$ cat config.mk
export PLATFORM = sky130hd
export DESIGN_NAME = byte_range_header_parser
export DESIGN_NICKNAME = d
export VERILOG_FILES = /design/src/hdl/brhp_pkg.sv /design/src/hdl/brhp_scan.sv /design/src/hdl/byte_range_header_parser.sv
export VERILOG_INCLUDE_DIRS = /design/src /design/src/hdl
export SDC_FILE = /design/constraint.sdc
export NUM_CORES = 1
export LEC_CHECK = 0
export ABC_AREA = 1
export BUFFER_PORTS_ARGS = -buffer_cell sky130_fd_sc_hd__buf_4
export CORE_MARGIN = 4
export CORE_UTILIZATION = 55
export CTS_CLUSTER_DIAMETER = 80
export DETAILED_ROUTE_END_ITERATION = 16
export GPL_TIMING_DRIVEN = 0
export PLACE_DENSITY = 0.68
export SYNTH_ARGS = -nofsm -noshare
export SYNTH_HDL_FRONTEND = slang
export SYNTH_SLANG_ARGS = --single-unit
$ cat constraint.sdc
create_clock -name i_clk -period 8.9 [get_ports i_clk]
set_input_delay 1.78 -clock i_clk [delete_from_list [all_inputs] [get_ports i_clk]]
set_output_delay 1.78 -clock i_clk [all_outputs]
set_load 0.01 [all_outputs]
$ cat src/hdl/byte_range_header_parser_macros.svh
// Assertion macros shared by the byte range header parser RTL.
// Include by bare file name; each macro expands to one labeled concurrent assertion.
`ifndef BYTE_RANGE_HEADER_PARSER_MACROS_SVH
`define BYTE_RANGE_HEADER_PARSER_MACROS_SVH

// Same-cycle implication, clocked on i_clk, off while i_rst_n is low.
`define BRHP_ASSERT_IMP(label, ante, cons, msg) \
    label: assert property (@(posedge i_clk) disable iff (!i_rst_n) (ante) |-> (cons)) \
        else $error(msg);

// Next-cycle implication, clocked on i_clk, off while i_rst_n is low.
`define BRHP_ASSERT_NXT(label, ante, cons, msg) \
    label: assert property (@(posedge i_clk) disable iff (!i_rst_n) (ante) |=> (cons)) \
        else $error(msg);

`endif

$ cat src/hdl/brhp_pkg.sv
// Package for the byte range header parser: scan state type, phase and verdict codes,
// and the "bytes=" prefix table. No dependencies.
`default_nettype none

package brhp_pkg;

    localparam logic [2:0] PREFIX_LEN = 3'd6;

    localparam logic [7:0] CH_COMMA = 8'h2C;
    localparam logic [7:0] CH_DASH  = 8'h2D;
    localparam logic [7:0] CH_ZERO  = 8'h30;
    localparam logic [7:0] CH_NINE  = 8'h39;

    // parse phase codes
    localparam logic [1:0] PH_START  = 2'd0;
    localparam logic [1:0] PH_FIRST  = 2'd1;
    localparam logic [1:0] PH_SECOND = 2'd2;

    // verdict codes
    localparam logic [1:0] V_IGNORE = 2'd0;
    localparam logic [1:0] V_RANGE  = 2'd1;
    localparam logic [1:0] V_UNSAT  = 2'd2;

    typedef struct packed {
        logic [2:0]  prefix_pos;
        logic [1:0]  phase;
        logic        suffix_form;
        logic [63:0] first_value;
        logic [63:0] second_value;
        logic        first_has_digits;
        logic        second_has_digits;
        logic        number_overflow;
        logic        syntax_bad;
    } t_scan;

    function automatic logic [7:0] prefix_char(input logic [2:0] pos);
        logic [7:0] ch;
        case (pos)
            3'd0: ch = 8'h62; // b
            3'd1: ch = 8'h79; // y
            3'd2: ch = 8'h74; // t
            3'd3: ch = 8'h65; // e
            3'd4: ch = 8'h73; // s
            3'd5: ch = 8'h3D; // =
            default: ch = 8'h00;
        endcase
        return ch;
    endfunction

endpackage

`default_nettype wire

$ cat src/hdl/brhp_scan.sv
// Character scanner: holds the parse state and advances it by one character per enable, or clears it on i_clear.
// Depends on brhp_pkg.
`default_nettype none

module brhp_scan (
    input  wire logic         i_clk,
    input  wire logic         i_rst_n,
    input  wire logic         i_en,
    input  wire logic [7:0]   i_char,
    input  wire logic         i_clear,
    output brhp_pkg::t_scan   o_next
);
    import brhp_pkg::*;

    t_scan       r_state;
    t_scan       n_state;
    logic        is_digit;
    logic [3:0]  digit;
    logic        use_second;
    logic [63:0] acc;
    logic [67:0] acc_x10;
    logic [67:0] prod;
    logic        take_digit;

    always_comb begin
        is_digit   = (i_char >= CH_ZERO) && (i_char <= CH_NINE);
        digit      = 4'(i_char - CH_ZERO);
        use_second = (r_state.phase != PH_START) && (r_state.phase != PH_FIRST);
        acc        = use_second ? r_state.second_value : r_state.first_value;
        acc_x10    = {1'b0, acc, 3'b000} + {3'b000, acc, 1'b0};
        prod       = acc_x10 + 68'(digit);
        take_digit = 1'b0;
        n_state    = r_state;

        if (i_char == CH_COMMA) begin
            n_state.syntax_bad = 1'b1;
        end

        if (!r_state.syntax_bad && (i_char != CH_COMMA)) begin
            if (r_state.prefix_pos < PREFIX_LEN) begin
                if (i_char == prefix_char(r_state.prefix_pos)) begin
                    n_state.prefix_pos = r_state.prefix_pos + 3'd1;
                end else begin
                    n_state.syntax_bad = 1'b1;
                end
            end else begin
                case (r_state.phase)
                    PH_START: begin
                        if (i_char == CH_DASH) begin
                            n_state.suffix_form = 1'b1;
                            n_state.phase       = PH_SECOND;
                        end else if (is_digit) begin
                            take_digit    = 1'b1;
                            n_state.phase = PH_FIRST;
                        end else begin
                            n_state.syntax_bad = 1'b1;
                        end
                    end
                    PH_FIRST: begin
                        if (is_digit) begin
                            take_digit = 1'b1;
                        end else if (i_char == CH_DASH) begin
                            n_state.phase = PH_SECOND;
                        end else begin
                            n_state.syntax_bad = 1'b1;
                        end
                    end
                    default: begin
                        if (is_digit) begin
                            take_digit = 1'b1;
                        end else begin
                            n_state.syntax_bad = 1'b1;
                        end
                    end
                endcase
            end
        end

        // accumulate a decimal digit; the value freezes once any number overflows
        if (take_digit) begin
            if (use_second) begin
                n_state.second_has_digits = 1'b1;
            end else begin
                n_state.first_has_digits = 1'b1;
            end
            if (!r_state.number_overflow) begin
                if (|prod[67:64]) begin
                    n_state.number_overflow = 1'b1;
                end else if (use_second) begin
                    n_state.second_value = prod[63:0];
                end else begin
                    n_state.first_value = prod[63:0];
                end
            end
        end
    end

    assign o_next = n_state;

    always_ff @(posedge i_clk) begin
        if (!i_rst_n) begin
            r_state <= '0;
        end else if (i_en) begin
            r_state <= i_clear ? '0 : n_state;
        end
    end

endmodule

`default_nettype wire

$ cat src/hdl/byte_range_header_parser.sv
// Byte range header parser: one header character per transaction, one verdict per value.
// The last character passes the input, judge and result registers to o_m_axis_tvalid.
// Throughput: one character per cycle; a last character waits for a free judge register.
// Stages: input register, scan state plus judge register, result register.
// Reset: i_rst_n synchronous active low; clears all valids and the parse state.
// Depends on brhp_pkg, brhp_scan and byte_range_header_parser_macros.svh.
`default_nettype none
`include "byte_range_header_parser_macros.svh"

module byte_range_header_parser #(
    parameter int SIZE_BITS = 32
) (
    input  wire logic        i_clk,
    input  wire logic        i_rst_n,
    // input stream
    input  wire logic        i_s_axis_tvalid,
    output logic             o_s_axis_tready,
    input  wire logic [39:0] i_s_axis_tdata,  // [7:0] char_code, [39:8] resource_size
    input  wire logic        i_s_axis_tlast,  // last_char
    // result stream
    output logic             o_m_axis_tvalid,
    input  wire logic        i_m_axis_tready,
    output logic [63:0]      o_m_axis_tdata,  // [31:0] range_start, [63:32] range_length
    output logic [1:0]       o_m_axis_tuser   // verdict
);
    import brhp_pkg::*;

    // Width of the resource size actually used: the port is 32 bits.
    localparam int SZ_W = (SIZE_BITS < 32) ? SIZE_BITS : 32;

    // ---------------- handshake chain ----------------
    logic s_fire;
    logic out_adv;   // result register can take a new result
    logic j_adv;     // judge register can take a new snapshot
    logic in_go;     // input register item is consumed this cycle

    // input register
    logic              r_in_valid, n_in_valid;
    logic [7:0]        r_in_char;
    logic [SZ_W-1:0]   r_in_size;
    logic              r_in_last;

    // judge register: scan state after the last character, plus the size
    logic              r_j_valid, n_j_valid;
    t_scan             r_j;
    logic [SZ_W-1:0]   r_j_total;

    // result register
    logic              r_out_valid, n_out_valid;
    logic [1:0]        r_verdict, n_verdict;
    logic [31:0]       r_start, n_start;
    logic [31:0]       r_length, n_length;

    t_scan             scan_next;

    assign s_fire          = i_s_axis_tvalid && o_s_axis_tready;
    assign out_adv         = !r_out_valid || i_m_axis_tready;
    assign j_adv           = !r_j_valid || out_adv;
    // A plain character only touches the scan state; the last one also needs the judge slot.
    assign in_go           = r_in_valid && (!r_in_last || j_adv);
    assign o_s_axis_tready = !r_in_valid || in_go;

    assign n_in_valid  = s_fire ? 1'b1 : (in_go ? 1'b0 : r_in_valid);
    assign n_j_valid   = (in_go && r_in_last) ? 1'b1 : (out_adv ? 1'b0 : r_j_valid);
    assign n_out_valid = out_adv ? r_j_valid : r_out_valid;

    // ---------------- scan ----------------
    // Advance the parse state per character; clear it after the last one.
    brhp_scan u_scan (
        .i_clk   (i_clk),
        .i_rst_n (i_rst_n),
        .i_en    (in_go),
        .i_char  (r_in_char),
        .i_clear (r_in_last),
        .o_next  (scan_next)
    );

    // ---------------- judge ----------------
    logic [63:0]     total64;
    logic [63:0]     b_open;
    logic            a_gt_b;
    logic            a_ge_t;
    logic            b_ge_t;
    logic            n_gt_t;
    logic [SZ_W-1:0] suf_len;
    logic [SZ_W-1:0] suf_start;
    logic [SZ_W-1:0] b_clamp;
    logic [SZ_W-1:0] ab_len;

    always_comb begin
        total64   = 64'(r_j_total);
        // open end defaults to size-1 (zero for an empty resource)
        b_open    = r_j.second_has_digits ? r_j.second_value
                  : ((r_j_total != '0) ? (total64 - 64'd1) : 64'd0);
        a_gt_b    = r_j.first_value > b_open;
        a_ge_t    = r_j.first_value >= total64;
        b_ge_t    = b_open >= total64;
        n_gt_t    = r_j.second_value > total64;
        // suffix length clamps to the size
        suf_len   = n_gt_t ? r_j_total : r_j.second_value[SZ_W-1:0];
        suf_start = r_j_total - suf_len;
        b_clamp   = b_ge_t ? (r_j_total - SZ_W'(1)) : b_open[SZ_W-1:0];
        ab_len    = b_clamp - r_j.first_value[SZ_W-1:0] + SZ_W'(1);

        n_verdict = V_IGNORE;
        n_start   = '0;
        n_length  = '0;
        if ((r_j.prefix_pos != PREFIX_LEN) || r_j.syntax_bad || r_j.number_overflow) begin
            n_verdict = V_IGNORE;
        end else if (r_j.suffix_form) begin
            if (!r_j.second_has_digits) begin
                n_verdict = V_IGNORE;
            end else if ((r_j.second_value == 64'd0) || (r_j_total == '0)) begin
                n_verdict = V_UNSAT;
            end else begin
                n_verdict = V_RANGE;
                n_start   = 32'(suf_start);
                n_length  = 32'(suf_len);
            end
        end else if (!r_j.first_has_digits || (r_j.phase != PH_SECOND)) begin
            n_verdict = V_IGNORE;
        end else if (a_gt_b || a_ge_t) begin
            n_verdict = V_UNSAT;
        end else begin
            n_verdict = V_RANGE;
            n_start   = 32'(r_j.first_value[SZ_W-1:0]);
            n_length  = 32'(ab_len);
        end
    end

    // ---------------- registers ----------------
    always_ff @(posedge i_clk) begin
        if (!i_rst_n) begin
            r_in_valid  <= 1'b0;
            r_j_valid   <= 1'b0;
            r_out_valid <= 1'b0;
        end else begin
            r_in_valid  <= n_in_valid;
            r_j_valid   <= n_j_valid;
            r_out_valid <= n_out_valid;
        end
    end

    always_ff @(posedge i_clk) begin
        // hold the payload until the next accepted transaction
        if (s_fire) begin
            r_in_char <= i_s_axis_tdata[7:0];
            r_in_size <= i_s_axis_tdata[8 +: SZ_W];
            r_in_last <= i_s_axis_tlast;
        end
        // snapshot the state after the last character, with the sampled size
        if (in_go && r_in_last) begin
            r_j       <= scan_next;
            r_j_total <= r_in_size;
        end
        if (out_adv && r_j_valid) begin
            r_verdict <= n_verdict;
            r_start   <= n_start;
            r_length  <= n_length;
        end
    end

    assign o_m_axis_tvalid = r_out_valid;
    assign o_m_axis_tuser  = r_verdict;
    assign o_m_axis_tdata  = {r_length, r_start};

    // ---------------- assertions ----------------
    `BRHP_ASSERT_IMP(a_zero_unless_range, o_m_axis_tvalid && (o_m_axis_tuser != V_RANGE), o_m_axis_tdata == 64'd0, "start/length nonzero without a range verdict")
    `BRHP_ASSERT_IMP(a_range_nonempty, o_m_axis_tvalid && (o_m_axis_tuser == V_RANGE), o_m_axis_tdata[63:32] != 32'd0, "range verdict with zero length")
    `BRHP_ASSERT_NXT(a_judge_held, r_j_valid && !out_adv, r_j_valid && $stable(r_j_total), "judge stage lost a stalled transaction")

endmodule

`default_nettype wire

==> results.cfg, run 1 <==
[clock_network]
holdBufCountCts = 0
clk_latency_ns = 0.62
cts_tree = built
cts.clk_slew.worst_paths_ns = 0.06
cts-resized-gates = 0
cts_sinks = 418
htree_levels = 2
clock_path_buffers = 3
cts_made_buffers = 47
post_cts_buffers = 0
ctsRootBufferMaster = clkbuf_16

[critical_path]
critPathCaptureType = flop
regToRegStartpoint = r_j_total[1]
critPathArrivalTime_ns = 8.84
reg2reg_to = r_length[23]
rr_worst_depth = 37
r2r_slack_ns = 0.48
cp-startpoint = r_j_total[1]
cp_max_fo = 10
max_stage_delay_ns = 0.60
cp_slowest_cell = clkbuf_1
cp_data_required_time_ns = 9.32
path_class = flop to flop
cp_common_cell = nand2_1
critPathLaunchType = flop

[power_and_ir_drop]
power_frac_clock_pct = 43.8
power_switching_mw = 1.19
power_density_nw_per_um2 = 121
swShare_pct = 26.1
leakagePower_nw = 17.3
intPower_mw = 3.36
vdd_drop_max_v = 0.000145
seq_power_share_pct = 46.4
combPwrFrac_pct = 9.8

[sta]
period_needed_ns = 8.42
tightest_slew_ns = 1.27
setup_viol = 0
hold_violations = 0
min_period_over_period_pct = 94.6
slew_headroom_pct = 14.7
finalMaxSlewViolations = 0
skew_ns = 0.0540
fmax_ghz = 0.119
final.setup.tns_ns = 0
rsz0062_at_grt = no

[logic_synthesis]
synthTopCellsByCount = nand2_1, inv_1, ha_1
synth_area_leaders = edfxtp_1, nand2_1, ha_1
syn_area_per_cell_um2 = 7.33
ys_seq_elements = 418
synth_async_sr_flop_share_pct = 0
ys_seq_area_share_pct = 32.6
postSynthCellCount = 4663
synth.most_common_cell = nand2_1
yosys_warnings = 0
synth_top_area_share_pct = 24.3
synthFlopType = edfxtp_1
yosys.area.top_type = edfxtp_1
ys_types = 49
synth_edf_count = 277
synth_nets = 5096
syn_area_um2 = 34200

[global_route]
grt_max_degree = 124
grt_overflow = 0
grt_usage_pct = 34.8
grt_pass1_wl_mm = 177
antenna_found_initial = 1
grt_pass1_vias = 30200

[placed_design]
dpl.cell_count = 5615
place_congestion = 1.03
portBuffers = 112
hpwl_mm = 97.8

[layout]
multiInputGateArea_um2 = 20300
final_cells = 5704
final_layout_size_suffix_gt1_share_pct = 12.5
fin_nets = 5260
fill_cells = 5855
syn2layout_area_growth_pct = 10.4
seqCellArea_um2 = 11100

[floorplan]
dieArea_um2 = 66200
fp.dieH_um = 257
core_area_um2 = 61600
pin_count = 113
initial_core_util_pct = 55.5
fp.dieW_um = 257
rows = 91

[route]
drcViolationCount = 0
num_vias = 32200
viasPerCell = 5.65
ant_nets = 0
wire_per_inst_um = 20.8
wl_mm = 119
firstDrtPassIters = 6
drt_iter0_drc = 2902

[run]
drv_cap = 0

[worst_hold_path]
hp-start = r_in_size[0]
holdPathEnd = r_j_total[0]
hp-class = flop to flop
holdPathStages = 0

[status]
status = finished, final reports clean
[sequential cells by signal (all words and copies together), names as in the netlist]
signal,count
r_j,138
r_in_valid,1
r_j_total,32
r_length,32
u_scan.r_state,138
o_m_axis_tvalid,1
r_in_size,32
r_in_last,1
r_start,32
r_j_valid,1
o_m_axis_tuser,2
r_in_char,8
[stage by stage]
step	power, mW	hold WS (ns)	utilization (%)	area (µm²)	setup WS [ns]
global route	4.69	0.416	61.2	37700	0.126
finish	4.55	0.417	61.2	37700	0.480
floorplan	2.44	0.400	-	34200	2.66
CTS	4.56	0.417	61.2	37700	0.605
global placement	2.59	0.401	58.5	36100	0.648
detailed placement	2.59	0.405	58.7	36100	0.627
[critical path, delay by kind of cell, from the launching register on]
family	cells	cell delay, ns
AOI/OAI and AO/OA	9	2.07
xor gates and xnor gates	1	0.18
adders and majority gates	4	1.26
buffers and inverters	6	2.06
DFF	1	0.55
and+or+nand+nor	17	2.12
[how the worst max path moves through the flow]
stage,to,slack (ns),cells past startpoint
after floorplan,r_j[0],2.66,9
after global placement,r_length[23],0.65,37
after detailed placement,r_length[23],0.63,37
after CTS,r_length[23],0.61,37
after global routing,r_length[26],0.13,38
final,r_length[23],0.48,37
[placed cells by master, fill, tap and decap left out, types with 14 or more instances in the layout]
cell type	n
nand3_1	197
nor2_1	335
clkbuf_16	47
edfxtp_1	277
clkbuf_1	90
nor4_1	22
nand3_2	68
nor3_1	37
buf_4	116
dfxtp_1	141
buf_2	37
xor2_1	79
a21oi_1	361
inv_2	20
nand4_1	52
ha_1	384
or2_2	47
nand2_1	1457
o21bai_1	27
o22ai_1	30
xnor2_1	22
a21oi_2	73
o21a_1	14
o21ai_0	170
inv_1	492
nand2_2	139
[per-layer routing]
layer	GRT usage, %	wire [µm]
met4	20.5	8540
met5	0	11
met1	43.6	47900
met2	58.3	54500
met3	3.76	7580
[area by class of cell]
type                    instances  share of cell area, %
clock inverters                26                  0.856
clock buffers                  62                   3.32
diodes                          1                0.00663
repair buffers                115                   2.41
multi-input cells            3594                   53.9
inverters                     513                   5.12
well taps                     837                   2.78
plain buffers                 138                   2.05
flip-flops and latches        418                   29.5
[power by group through the flow]
stage               clock, mW  combinational, mW  sequential (mW)
floorplan                   0              0.291             2.15
detailed placement          0              0.435             2.15
finish                   1.99              0.445             2.11
global placement            0              0.430             2.16
CTS                      2.01              0.437             2.11
global route             2.09              0.490             2.11
[kinds of logic (layout without fill, tap and decap cells)]
kind of cell / Yosys count / in the layout / synth area share [%]
buffers and inverters: 651 / 854 / 7.90
AND/OR/NAND/NOR: 2389 / 2389 / 30.6
adder cells (fa/ha/maj): 388 / 388 / 14.3
XOR/XNOR: 101 / 101 / 2.59
other: 0 / 1 / 0
flip-flops: 418 / 418 / 32.6
AO/OA/AOI/OAI: 716 / 716 / 12.0
Note: power is estimated with default switching activity, not from simulation.
==> inputs of run 2 (changes only) <==
ABC_AREA = not set   (was 1)
==> run 2 against run 1 <==
Non-clock buffer count is 2 lower. Synthesized cell count is 35% lower. First-iteration DRC count is 36% lower. Power is 8.2% lower. Sequential cell count stayed put. Clock power is 5% lower. Cell count is 31% lower. Largest cell class unchanged. Largest power group unchanged. Highest routed layer is now met4.
==> results.cfg, run 2 <==
[logic_synthesis]
synth_area_leaders = edfxtp_1, ha_1, dfxtp_1
synth.most_common_cell = ha_1
synth_edf_count = 277
synthFlopType = edfxtp_1
postSynthCellCount = 3022
synth_async_sr_flop_share_pct = 0
ys_seq_elements = 418
synth_nets = 3455
syn_area_um2 = 29900
ys_seq_area_share_pct = 37.2
syn_area_per_cell_um2 = 9.90
synth_top_area_share_pct = 27.8
ys_types = 92
yosys_warnings = 0
yosys.area.top_type = edfxtp_1
synthTopCellsByCount = ha_1, nand2_1, edfxtp_1

[floorplan]
rows = 85
fp.dieH_um = 241
core_area_um2 = 53800
pin_count = 113
fp.dieW_um = 241
initial_core_util_pct = 55.6
dieArea_um2 = 58200

[layout]
final_layout_size_suffix_gt1_share_pct = 13.8
final_cells = 3926
seqCellArea_um2 = 11100
largestRegisters = r_j: 138 flops, u_scan.r_state: 138 flops
fin_nets = 3628
syn2layout_area_growth_pct = 12.0
multiInputGateArea_um2 = 17700
n_antenna_cell = 0
final_cell_mix = ha_1, nand2_1, edfxtp_1
final_common_cell = ha_1
fill_cells = 4435

[critical_path]
regToRegStartpoint = r_j_total[7]
reg2reg_to = r_length[31]
cp_slowest_cell = edfxtp_1
crit_cells = 38
critPathArrivalTime_ns = 9.01
cpLargestDelayFamily = compound AO/OA/AOI/OAI gates
path_class = flop to flop
critPathLaunchType = flop
cp_data_required_time_ns = 9.23
cp.buffers_inverters = 5
max_stage_delay_ns = 0.51
r2r_slack_ns = 0.22
crit_end = r_length[31]
cp-startpoint = r_j_total[7]
critPathCaptureType = flop
cp_max_fo = 10
rr_worst_depth = 38

[route]
firstDrtPassIters = 6
viasPerCell = 6.15
drcViolationCount = 0
num_vias = 24200
drt_iter0_drc = 1862
wire_per_inst_um = 22.2
wl_mm = 87.2
ant_nets = 0

[sta]
skew_ns = 0.0161
setup_viol = 0
period_needed_ns = 8.68
final.setup.tns_ns = 0
min_period_over_period_pct = 97.5
hold_violations = 0
fin_ws_ns = 0.219
finalMaxSlewViolations = 0
slew_headroom_pct = 10.2
rsz0062_at_grt = yes
tightest_slew_ns = 1.33
fmax_ghz = 0.115

[placed_design]
place_congestion = 0.959
dpl.cell_count = 3834
hpwl_mm = 69.3
portBuffers = 111
pre_cts_slack_ns = -2.36

[global_route]
gr-usage-met3_pct = 3.55
top_usage_layer = met2
antenna_found_initial = 0
grt_usage_pct = 29.2
grt_pass1_wl_mm = 133
grt.met1_usage_pct = 36.5
grt_overflow = 0
grt_pass1_vias = 24100
grt_max_degree = 103
use_met2_pct = 49.9

[clock_network]
cts_made_buffers = 45
htree_levels = 2
clk_latency_ns = 0.60
clock_path_buffers = 3
holdBufCountCts = 0
cts.clk_slew.worst_paths_ns = 0.06
cts_sinks = 418
ctsRootBufferMaster = clkbuf_16
cts_tree = built

[power_and_ir_drop]
power_density_nw_per_um2 = 125
power_switching_mw = 0.925
combPwrFrac_pct = 4.3
vdd_drop_max_v = 0.000165
power_frac_clock_pct = 45.3
seq_power_share_pct = 50.4
swShare_pct = 22.1
intPower_mw = 3.25
leakagePower_nw = 14.7

[run]
drv_cap = 0

[worst_hold_path]
hp-class = flop to flop

[status]
status = finished, final reports clean
==> run 2: cell count changes in the layout (fill, tap and decap cells not counted), sizes merged, moves of 76 or more <==
cell	delta
nor2	-204
nand3	-231
nand2	-1271
inv	-364
a21o	+80
xnor2	+76
a21oi	-210
a22o	+129
mux2	+132
==> run 2: worst reg2reg max path: cells and delay by family (launching register included) <==
| kind | cells | cell delay, ns |
|---|---|---|
| XOR/XNOR | 1 | 0.17 |
| flip-flops | 1 | 0.51 |
| multiplexers | 1 | 0.36 |
| adder cells (fa/ha/maj) | 4 | 1.23 |
| AND/OR/NAND/NOR | 10 | 2.23 |
| AO/OA/AOI/OAI | 17 | 3.23 |
| buffers and inverters | 5 | 0.72 |
==> run 2: logic make-up after synthesis <==
| logic type | share of synthesized area [%] |
|---|---|
| simple gates | 12.8 |
| compound gates | 17.9 |
| flops | 37.2 |
| fa+ha+maj | 16.3 |
| buf+inv | 4.24 |
| mux | 7.01 |
| xor+xnor | 4.45 |
==> run 2: worst min path at each step <==
stage / start / cells past startpoint / endpoint / slack [ns]
after detailed placement: r_in_size[15] / 0 / r_j_total[15] / 0.40
after CTS: r_in_size[18] / 0 / r_j_total[18] / 0.42
final: r_in_size[29] / 0 / r_j_total[29] / 0.42
after global placement: r_in_size[29] / 0 / r_j_total[29] / 0.40
after floorplan: r_in_size[0] / 0 / r_j_total[0] / 0.40
after global routing: r_in_size[30] / 0 / r_j_total[30] / 0.43
==> run 2: layer usage <==
metal | wire, µm | vias to the layer above
met5 | 0 | -
met4 | 5390 | 0
met3 | 4190 | 202
met2 | 41100 | 740
met1 | 36500 | 11500
li1 | - | 11700
==> run 2: layout make-up <==
cell class	count	area share, %
inverter	152	1.72
buffer	124	2.24
clock buffer	54	3.58
timing repair buffer	127	2.99
tap	696	2.60
multi-input combinational	2327	52.7
sequential	418	33.2
clock inverter	28	0.919
==> run 2: what timing repair did <==
action                     CTS  global route
gates resized for setup     35            17
setup buffers                5             6
setup endpoints to repair   43            32
pin swaps                    2             5
hold endpoints to repair     0             0
==> run 2: power groups by stage <==
stage | sequential, mW | clock, mW | combinational, mW
3_5_place_dp | 2.15 | 0 | 0.175
4_1_cts | 2.11 | 1.93 | 0.179
2_1_floorplan | 2.15 | 0 | 0.104
5_1_grt | 2.11 | 2.00 | 0.198
6_report | 2.11 | 1.89 | 0.181
3_3_place_gp | 2.15 | 0 | 0.166
==> run 2: stage by stage <==
step	hold WS (ns)	total power, mW	area, µm²	utilization (%)
after floorplan	0.400	2.26	29900	-
after global placement	0.403	2.32	31600	58.8
after detailed placement	0.405	2.32	31700	59.0
after CTS	0.418	4.22	33400	62.1
after global routing	0.427	4.31	33500	62.3
final	0.416	4.18	33500	62.3
==> inputs of run 3 (changes only) <==
clock period = 10.4 ns   (was 8.9 ns; I/O delays follow)
==> run 3 against run 2 <==
Sequential share of layout area is 0.23 points higher. Count of clock-buffer cells in the layout stayed put. Wire length fell by 0.52%. Non-clock buffer count decreased by 9. Largest power group unchanged. Register-to-register slack improved by 0.32 ns. Largest cell class unchanged. Design area down 0.69%.
==> results.cfg, run 3 (synthesis gave the netlist of run 2 again) <==
[global_route]
grt_pass1_vias = 24000
grt_max_degree = 103
grt_pass1_wl_mm = 133
grt_overflow = 0
grt_usage_pct = 29.1
antenna_found_initial = 0

[floorplan]
dieArea_um2 = 58200
rows = 85
fp.dieW_um = 241
initial_core_util_pct = 55.6
fp.dieH_um = 241
core_area_um2 = 53800
pin_count = 113

[power_and_ir_drop]
p_total_mw = 3.57
leakagePower_nw = 14.6
power_density_nw_per_um2 = 107
vdd_drop_max_v = 0.000142

[critical_path]
rr_worst_depth = 38
critPathLaunchType = flop
regToRegStartpoint = r_j_total[9]
r2r_slack_ns = 0.54
path_class = flop to flop
max_stage_delay_ns = 0.52
critPathArrivalTime_ns = 10.18
reg2reg_to = r_length[31]
critPathCaptureType = flop
cp_slowest_cell = edfxtp_1
cp_data_required_time_ns = 10.73
cp_max_fo = 10

[placed_design]
portBuffers = 111
hpwl_mm = 69.3
place_congestion = 0.959
pre_cts_slack_ns = -0.861

[route]
wire_per_inst_um = 22.1
num_vias = 24000
drcViolationCount = 0
wl_mm = 86.7
drt_iter0_drc = 1808
viasPerCell = 6.13
ant_nets = 0
firstDrtPassIters = 5

[sta]
whs_ns = 0.414
setup_viol = 0
period_needed_ns = 9.86
rsz0062_at_grt = no
finalMaxSlewViolations = 0
tightest_slew_ns = 1.27
fmax_ghz = 0.101
skew_ns = 0.0169
min_period_over_period_pct = 94.8
slew_headroom_pct = 14.0
hold_violations = 0
fin_ws_ns = 0.543

[layout]
final_layout_size_suffix_gt1_share_pct = 12.8
syn2layout_area_growth_pct = 11.2
final_cell_mix = ha_1, nand2_1, edfxtp_1
postLayoutCoreUtil_pct = 61.8
n_antenna_cell = 0
largestRegisters = r_j: 138 flops, u_scan.r_state: 138 flops
fin_nets = 3619
final_common_cell = ha_1

[clock_network]
cts.clk_slew.worst_paths_ns = 0.06
clock_path_buffers = 3
htree_levels = 2
cts_made_buffers = 45
cts_tree = built
clk_latency_ns = 0.60
cts_sinks = 418
ctsRootBufferMaster = clkbuf_16

[worst_hold_path]
hp-class = flop to flop
holdPathEnd = r_j_total[29]
holdPathStages = 0
hp-start = r_in_size[29]

[status]
status = finished, final reports clean

[run]
drv_cap = 0
run 3: cell count changes in the layout (fill, tap and decap cells not counted), moves of 3 or more:
| cell | delta |
|---|---|
| o21ai_1 | -3 |
| buf_4 | -9 |
| a21oi_2 | -6 |
| clkbuf_1 | +3 |
| a21oi_1 | +6 |
| o21ai_0 | +4 |
| clkbuf_8 | -3 |
| nor4_1 | +4 |
| nor4_2 | -4 |
run 3: per-layer routing:
layer	up-vias	part of all wire, %	GRT usage (%)
met3	201	4.6	3.36
met4	0	6.0	15.0
met5	-	0	0
met1	11400	42	36.5
li1	11700	-	-
met2	701	47	49.9
run 3: how the worst max path moves through the flow:
stage / start / end / slack (ns) / cells after the start
4_1_cts: r_j_total[8] / r_length[27] / 0.16 / 38
6_report: r_j_total[9] / r_length[31] / 0.54 / 38
2_1_floorplan: r_j_total[8] / r_length[30] / 2.39 / 38
5_1_grt: r_j_total[8] / r_length[31] / 0.07 / 38
3_3_place_gp: r_j_total[8] / r_length[30] / -0.80 / 38
3_5_place_dp: r_j_total[8] / r_length[30] / -0.86 / 38
run 3: worst max-delay path, delay by kind of cell (launching register included):
family / cells / cell delay [ns]
AO/OA/AOI/OAI: 17 / 3.73
XOR/XNOR: 1 / 0.17
adder cells (fa/ha/maj): 3 / 1.09
buffers and inverters: 6 / 1.54
flip-flops: 1 / 0.52
multiplexers: 1 / 0.24
AND/OR/NAND/NOR: 10 / 2.26
run 3: power breakdown:
part / leakage (nW) / internal, mW / switching [mW]
Clock: 0.737 / 0.932 / 0.687
Sequential: 3.93 / 1.79 / 0.0124
Combinational: 9.95 / 0.0600 / 0.0913
run 3: cell type report:
| class | count | area, µm² |
|---|---|---|
| Fill cell | 4457 | 20500 |
| Multi-Input combinational cell | 2327 | 17500 |
| Sequential cell | 418 | 11100 |
| Clock buffer | 54 | 1200 |
| Timing Repair Buffer | 117 | 923 |
| Tap cell | 696 | 871 |
| Buffer | 125 | 711 |
| Inverter | 152 | 576 |
| Clock inverter | 28 | 308 |
run 3: per-stage QoR:
stage / setup TNS, ns / instance area (µm²) / instances
6_report: 0 / 33300 / 3917
5_1_grt: 0 / 33300 / 3917
4_1_cts: 0 / 33300 / 3916
3_5_place_dp: -6.03 / 31700 / 3834
3_3_place_gp: -5.43 / 31600 / 3829
2_1_floorplan: 0 / 29900 / 3022
run 3: repair_timing:
| item | 4_1_cts | 5_1_grt |
|---|---|---|
| hold buffers | 0 | 0 |
| setup endpoints to repair | 14 | 5 |
| gates resized for setup | 6 | 9 |
| gates cloned | 0 | 0 |
| pin swaps | 0 | 1 |
| buffers inserted | 0 | 1 |
